--- config.mk ---
export PLATFORM = sky130hd
export DESIGN_NAME = gfdl_front
export DESIGN_NICKNAME = d
export VERILOG_FILES = /design/src/sv/gfdl_pkg.sv /design/src/sv/gfdl_front.sv
export SDC_FILE = /design/constraint.sdc
export NUM_CORES = 1
export LEC_CHECK = 0
export CELL_PAD_IN_SITES_DETAIL_PLACEMENT = 0
export CELL_PAD_IN_SITES_GLOBAL_PLACEMENT = 1
export CORE_MARGIN = 2
export CORE_UTILIZATION = 55
export DETAILED_ROUTE_END_ITERATION = 12
export DONT_BUFFER_PORTS = 1
export GPL_ROUTABILITY_DRIVEN = 0
export PLACE_DENSITY = 0.9
export SETUP_SLACK_MARGIN = 0.2
export SLEW_MARGIN = 20
export SYNTH_ARGS = -nofsm -noshare
export SYNTH_HDL_FRONTEND = slang
export SYNTH_SLANG_ARGS = --single-unit
--- constraint.sdc ---
create_clock -name i_clk -period 11.1 [get_ports i_clk]
set_input_delay 0 -clock i_clk [delete_from_list [all_inputs] [get_ports i_clk]]
set_output_delay 0 -clock i_clk [all_outputs]
set_load 0.05 [all_outputs]
--- src/sv/gfdl_pkg.sv ---
// Package for the carrier-aided FLL/DLL tracking loop filter.
// Holds shared types, function codes, CORDIC arctangent table and helpers.
// No dependencies.
`default_nettype none
package gfdl_pkg;

    localparam int CordicSteps = 16;   // valid 8..24
    localparam int AtanEntries = 24;
    localparam int StepW = $clog2(AtanEntries + 1);

    typedef enum logic [2:0] {
        F_DISCR = 3'd0,
        F_FLL   = 3'd1,
        F_DLL   = 3'd2,
        F_ADJ   = 3'd3,
        F_INIT  = 3'd4
    } t_func;

    localparam logic [2:0] REG_DISCR_GAIN = 3'd0;
    localparam logic [2:0] REG_FLL_GAIN   = 3'd1;
    localparam logic [2:0] REG_PROP_GAIN  = 3'd2;
    localparam logic [2:0] REG_INT_GAIN   = 3'd3;
    localparam logic [2:0] REG_C2C        = 3'd4;

    // queued word from front to back
    typedef struct packed {
        logic [2:0]         func;
        logic signed [15:0] i_s;
        logic signed [15:0] q_s;
        logic signed [15:0] last_i;
        logic signed [15:0] last_q;
        logic               en;
        logic               hq;
        logic signed [31:0] carr;
        logic signed [31:0] code;
    } t_cmd;

    typedef enum logic [3:0] {
        S_IDLE, S_MUL1, S_MUL2, S_CORD, S_ANG, S_PRODA, S_PRODB, S_SUM1,
        S_SUM2, S_OUTM, S_OUT
    } t_state;

    function automatic logic [31:0] atan_lut(input logic [StepW-1:0] k);
        logic [31:0] r;
        begin
            case (k)
                5'd0:  r = 32'd536870912;
                5'd1:  r = 32'd316933406;
                5'd2:  r = 32'd167458907;
                5'd3:  r = 32'd85004756;
                5'd4:  r = 32'd42667331;
                5'd5:  r = 32'd21354465;
                5'd6:  r = 32'd10679838;
                5'd7:  r = 32'd5340245;
                5'd8:  r = 32'd2670163;
                5'd9:  r = 32'd1335087;
                5'd10: r = 32'd667544;
                5'd11: r = 32'd333772;
                5'd12: r = 32'd166886;
                5'd13: r = 32'd83443;
                5'd14: r = 32'd41722;
                5'd15: r = 32'd20861;
                5'd16: r = 32'd10430;
                5'd17: r = 32'd5215;
                5'd18: r = 32'd2608;
                5'd19: r = 32'd1304;
                5'd20: r = 32'd652;
                5'd21: r = 32'd326;
                5'd22: r = 32'd163;
                5'd23: r = 32'd81;
                default: r = 32'd0;
            endcase
            return r;
        end
    endfunction

    function automatic logic signed [31:0] sat32(input logic signed [65:0] v);
        logic signed [31:0] r;
        begin
            if (v > 66'sh7FFFFFFF) r = 32'sh7FFFFFFF;
            else if (v < -66'sh80000000) r = 32'sh80000000;
            else r = v[31:0];
            return r;
        end
    endfunction

endpackage
`default_nettype wire

--- src/sv/gfdl_front.sv ---
// Front end: accepts input words, captures the previous I/Q pair, queues commands.
// Depends on gfdl_pkg.
`default_nettype none
module gfdl_front import gfdl_pkg::*; (
    input  wire logic               i_clk,
    input  wire logic               i_rst_n,
    input  wire logic               i_valid,
    output logic                    o_stall,
    input  wire logic [2:0]         i_func,
    input  wire logic signed [15:0] i_i_sample,
    input  wire logic signed [15:0] i_q_sample,
    input  wire logic               i_discr_enable,
    input  wire logic               i_half_quadrant,
    input  wire logic signed [31:0] i_carr_value,
    input  wire logic signed [31:0] i_code_value,
    output logic                    o_cmd_valid,
    output t_cmd                    o_cmd,
    input  wire logic               i_cmd_pop
);
    t_cmd               r_q [2];
    logic               r_wp, r_rp;
    logic [1:0]         r_cnt;
    logic signed [15:0] r_last_i, r_last_q;
    logic               w_push;
    t_cmd               w_cmd;

    assign o_stall     = (r_cnt == 2'd2);
    assign w_push      = i_valid && !o_stall;
    assign o_cmd_valid = (r_cnt != 2'd0);
    assign o_cmd       = r_q[r_rp];

    always_comb begin
        w_cmd.func   = i_func;
        w_cmd.i_s    = i_i_sample;
        w_cmd.q_s    = i_q_sample;
        w_cmd.last_i = r_last_i;
        w_cmd.last_q = r_last_q;
        w_cmd.en     = i_discr_enable;
        w_cmd.hq     = i_half_quadrant;
        w_cmd.carr   = i_carr_value;
        w_cmd.code   = i_code_value;
    end

    always_ff @(posedge i_clk) begin
        if (w_push) r_q[r_wp] <= w_cmd;
        if (!i_rst_n) begin
            r_wp <= 1'b0; r_rp <= 1'b0; r_cnt <= 2'd0;
            r_last_i <= 16'sd32767; r_last_q <= 16'sd0;
        end else begin
            if (w_push) r_wp <= ~r_wp;
            if (i_cmd_pop) r_rp <= ~r_rp;
            r_cnt <= r_cnt + {1'b0, w_push} - {1'b0, i_cmd_pop};
            // track the stored pair at the front so the queue carries it along
            if (w_push && i_func == F_DISCR) begin
                r_last_i <= i_i_sample; r_last_q <= i_q_sample;
            end else if (w_push && i_func == F_INIT) begin
                r_last_i <= 16'sd32767; r_last_q <= 16'sd0;
            end
        end
    end

    a_pop_nonempty: assert property (@(posedge i_clk) disable iff (!i_rst_n)
        i_cmd_pop |-> (r_cnt != 2'd0)) else $error("pop from empty queue");
    a_cnt_range: assert property (@(posedge i_clk) disable iff (!i_rst_n)
        r_cnt != 2'd3) else $error("queue count overflow");
    a_ptrs_empty: assert property (@(posedge i_clk) disable iff (!i_rst_n)
        (r_cnt == 2'd0) |-> (r_wp == r_rp)) else $error("pointers differ on empty");
endmodule
`default_nettype wire

==> flow_metrics.tcl <==
set metrics [dict create \
    power_density_nw_per_um2 209.1 \
    fmax_ghz 0.3417 \
    row_count 52 \
    total_power_mw 2.802 \
    slowest_delay_ns 0.83 \
    clk_latency_ns 0.53 \
    yosysMostFrequentCell "edfxtp_1" \
    cts_tree "built" \
    fin_tns_setup_ns 0 \
    cts_hold_buf 107 \
    crit_required_ns 11.24 \
    synth_fp_nets 692 \
    yosys_warnings 0 \
    startpoint "r_cnt[0]" \
    syn_avg_cell_area_um2 19.13 \
    finalCritPeriodShare_pct 26.37 \
    hp-class "in -> reg" \
    async_flop_share_pct 0 \
    antenna_found_initial 0 \
    r2r-start "r_cnt[0]" \
    io_buffer_count 0 \
    synth_cell_types 27 \
    tightest_slew_ns 1.031 \
    ys_ff_latch 303 \
    grt_max_degree 77 \
    critical-path-slowest-cell "buf_4" \
    synthCells 585 \
    fin_nets 804 \
    die_area_um2 21510 \
    fp.coreArea_um2 20100 \
    regArea_um2 8732 \
    grt_usage_pct 19.16 \
    gr-total-overflow 0 \
    status "finished clean" \
    cts_buffer_depth 3 \
    path_cells "nand2b_2 -> inv_2 -> or3_1 -> inv_6 -> buf_4" \
    hold_violations 0 \
    crit_buf_inv 3 \
    ant_nets 0 \
    worstPathMaxFanout 71 \
    ios 240 \
    insertedDiodeCount 0 \
    grt_pass1_wl_um 32380 \
    start_util_pct 55.68 \
    fin_ws_ns 8.173 \
    hold_ws_ns 0.1214 \
    ys.flop_type "edfxtp_1" \
    dpl.hpwl_um 12110 \
    first_pass_iters 4 \
    rsz0062_at_grt "no" \
    post-cts-setup-buffer-count 0 \
    synth_common_cells "edfxtp_1, mux2_2, dfxtp_1, mux2i_1, nand2_1" \
    setup_violations 0 \
    vias 5424 \
    cts.sinks 303 \
    path_delay_family "buffers and inverters" \
    crit_path_end_kind "flip-flop" \
    drive_gt1_share_pct 24.90 \
    seq_area_frac_synth_pct 77.98 \
    pre_cts_slack_ns 8.258 \
    skew_ns 0.01050 \
    drcViolationCount 0 \
    grt_pass1_vias 5683 \
    worstHoldStart "i_valid" \
    relSlewSlack_pct 31.29 \
    period_needed_ns 2.927 \
    critPathLaunchType "flip-flop" \
    nFillCells 1256 \
    die_height_um 146.7 \
    multi_input_area_um2 2268 \
    maxCapViolCount 0 \
    cts-root-buf "clkbuf_16" \
    die_w_um 146.7 \
    vias_per_cell 5.484 \
    htreeDepth 1 \
    synth_enable_flop_cells 266 \
    crit_type "reg -> reg" \
    synthTopCellsByArea "edfxtp_1, mux2_2, dfxtp_1" \
    ir_drop_mv 0.1765 \
    synth.top_cell.area_share_pct 71.36 \
    crit_arrival_ns 3.07 \
    routed_wl_um 21320 \
    leakagePower_nw 4.590 \
    synth_top_area_cell "edfxtp_1" \
    drtIter0Drc 328 \
    syn_to_final_growth_pct 19.73 \
    drv_slew 0 \
    stdcell_area_um2 13400 \
    place_area_um2 11380 \
    ctsResizeCount 0 \
    syn_area_um2 11190 \
    wl_per_cell_um 21.56 \
    cts_made_buffers 29 \
    path_clk_slew_ns 0.06 \
]
## sequential cells by signal, summed over array words and instances, names as in the netlist, named ones only
name	flops
r_cnt	2
r_last_i	16
r_last_q	16
r_q	266
r_rp	1
r_wp	1
## power breakdown
group	total, mW	switching [mW]	leakage (nW)	internal (mW)
Clock	0.938	0.387	0.454	0.551
Sequential	1.38	0.0327	2.74	1.35
Combinational	0.483	0.375	1.40	0.108
Total	2.80	0.794	4.59	2.01
## kinds of logic (layout without fill, tap and decap cells)
| family | Yosys count | in the layout | share of synthesized area (%) |
|---|---|---|---|
| multiplexers | 165 | 165 | 16.24 |
| AO/OA/AOI/OAI | 2 | 2 | 0.08934 |
| adder cells (fa/ha/maj) | 2 | 2 | 0.2235 |
| XOR/XNOR | 2 | 2 | 0.1565 |
| flip-flops | 303 | 303 | 77.98 |
| AND/OR/NAND/NOR | 77 | 77 | 3.510 |
| buffers and inverters | 34 | 168 | 1.800 |
## final cells by class
type / count / share of cell area [%]
well taps: 270 / 2.521
repair buffers: 110 / 8.309
clock buffers: 45 / 6.386
inverters: 5 / 0.1774
clock inverters: 8 / 0.5228
flip-flops and latches: 303 / 65.16
multi-input cells: 248 / 16.93
## layer usage
metal	vias up	track usage [%]	share of wire (%)
met4	0	4.903	1.4
li1	2461	-	-
met5	-	0	0
met1	2693	24.59	41
met3	29	6.375	9.2
met2	241	31.76	48
## path summary, 6_finish.rpt
kind	depth (start not counted)	slack [ns]	end
max reg2reg	5	8.17	r_q[0][58]
min reg2reg	0	0.45	r_q[0][96]
max	5	8.17	r_q[0][58]
min	1	0.12	r_q[1][129]
## cells in the final DEF (no fill, tap or decap), types with 2 or more instances in the layout
cell             n
and2_1           2
buf_12           2
buf_4            3
clkbuf_1         9
clkbuf_16       29
clkbuf_8         7
clkinv_2         4
dfxtp_1         36
dlygate4sd3_1  105
edfxtp_1       266
ha_1             2
inv_1            2
inv_2            2
mux2_1          10
mux2_2         123
mux2i_1         32
nand2_1         20
nand3b_1        15
nor2_1          18
nor3_1          16
## stage by stage
step / util (%) / instances
after global routing: 66.66 / 989
after CTS: 66.66 / 989
after detailed placement: 56.63 / 829
final: 66.66 / 989
after global placement: 56.63 / 829
after floorplan: - / 585
Note: power is estimated with default switching activity, not from simulation.
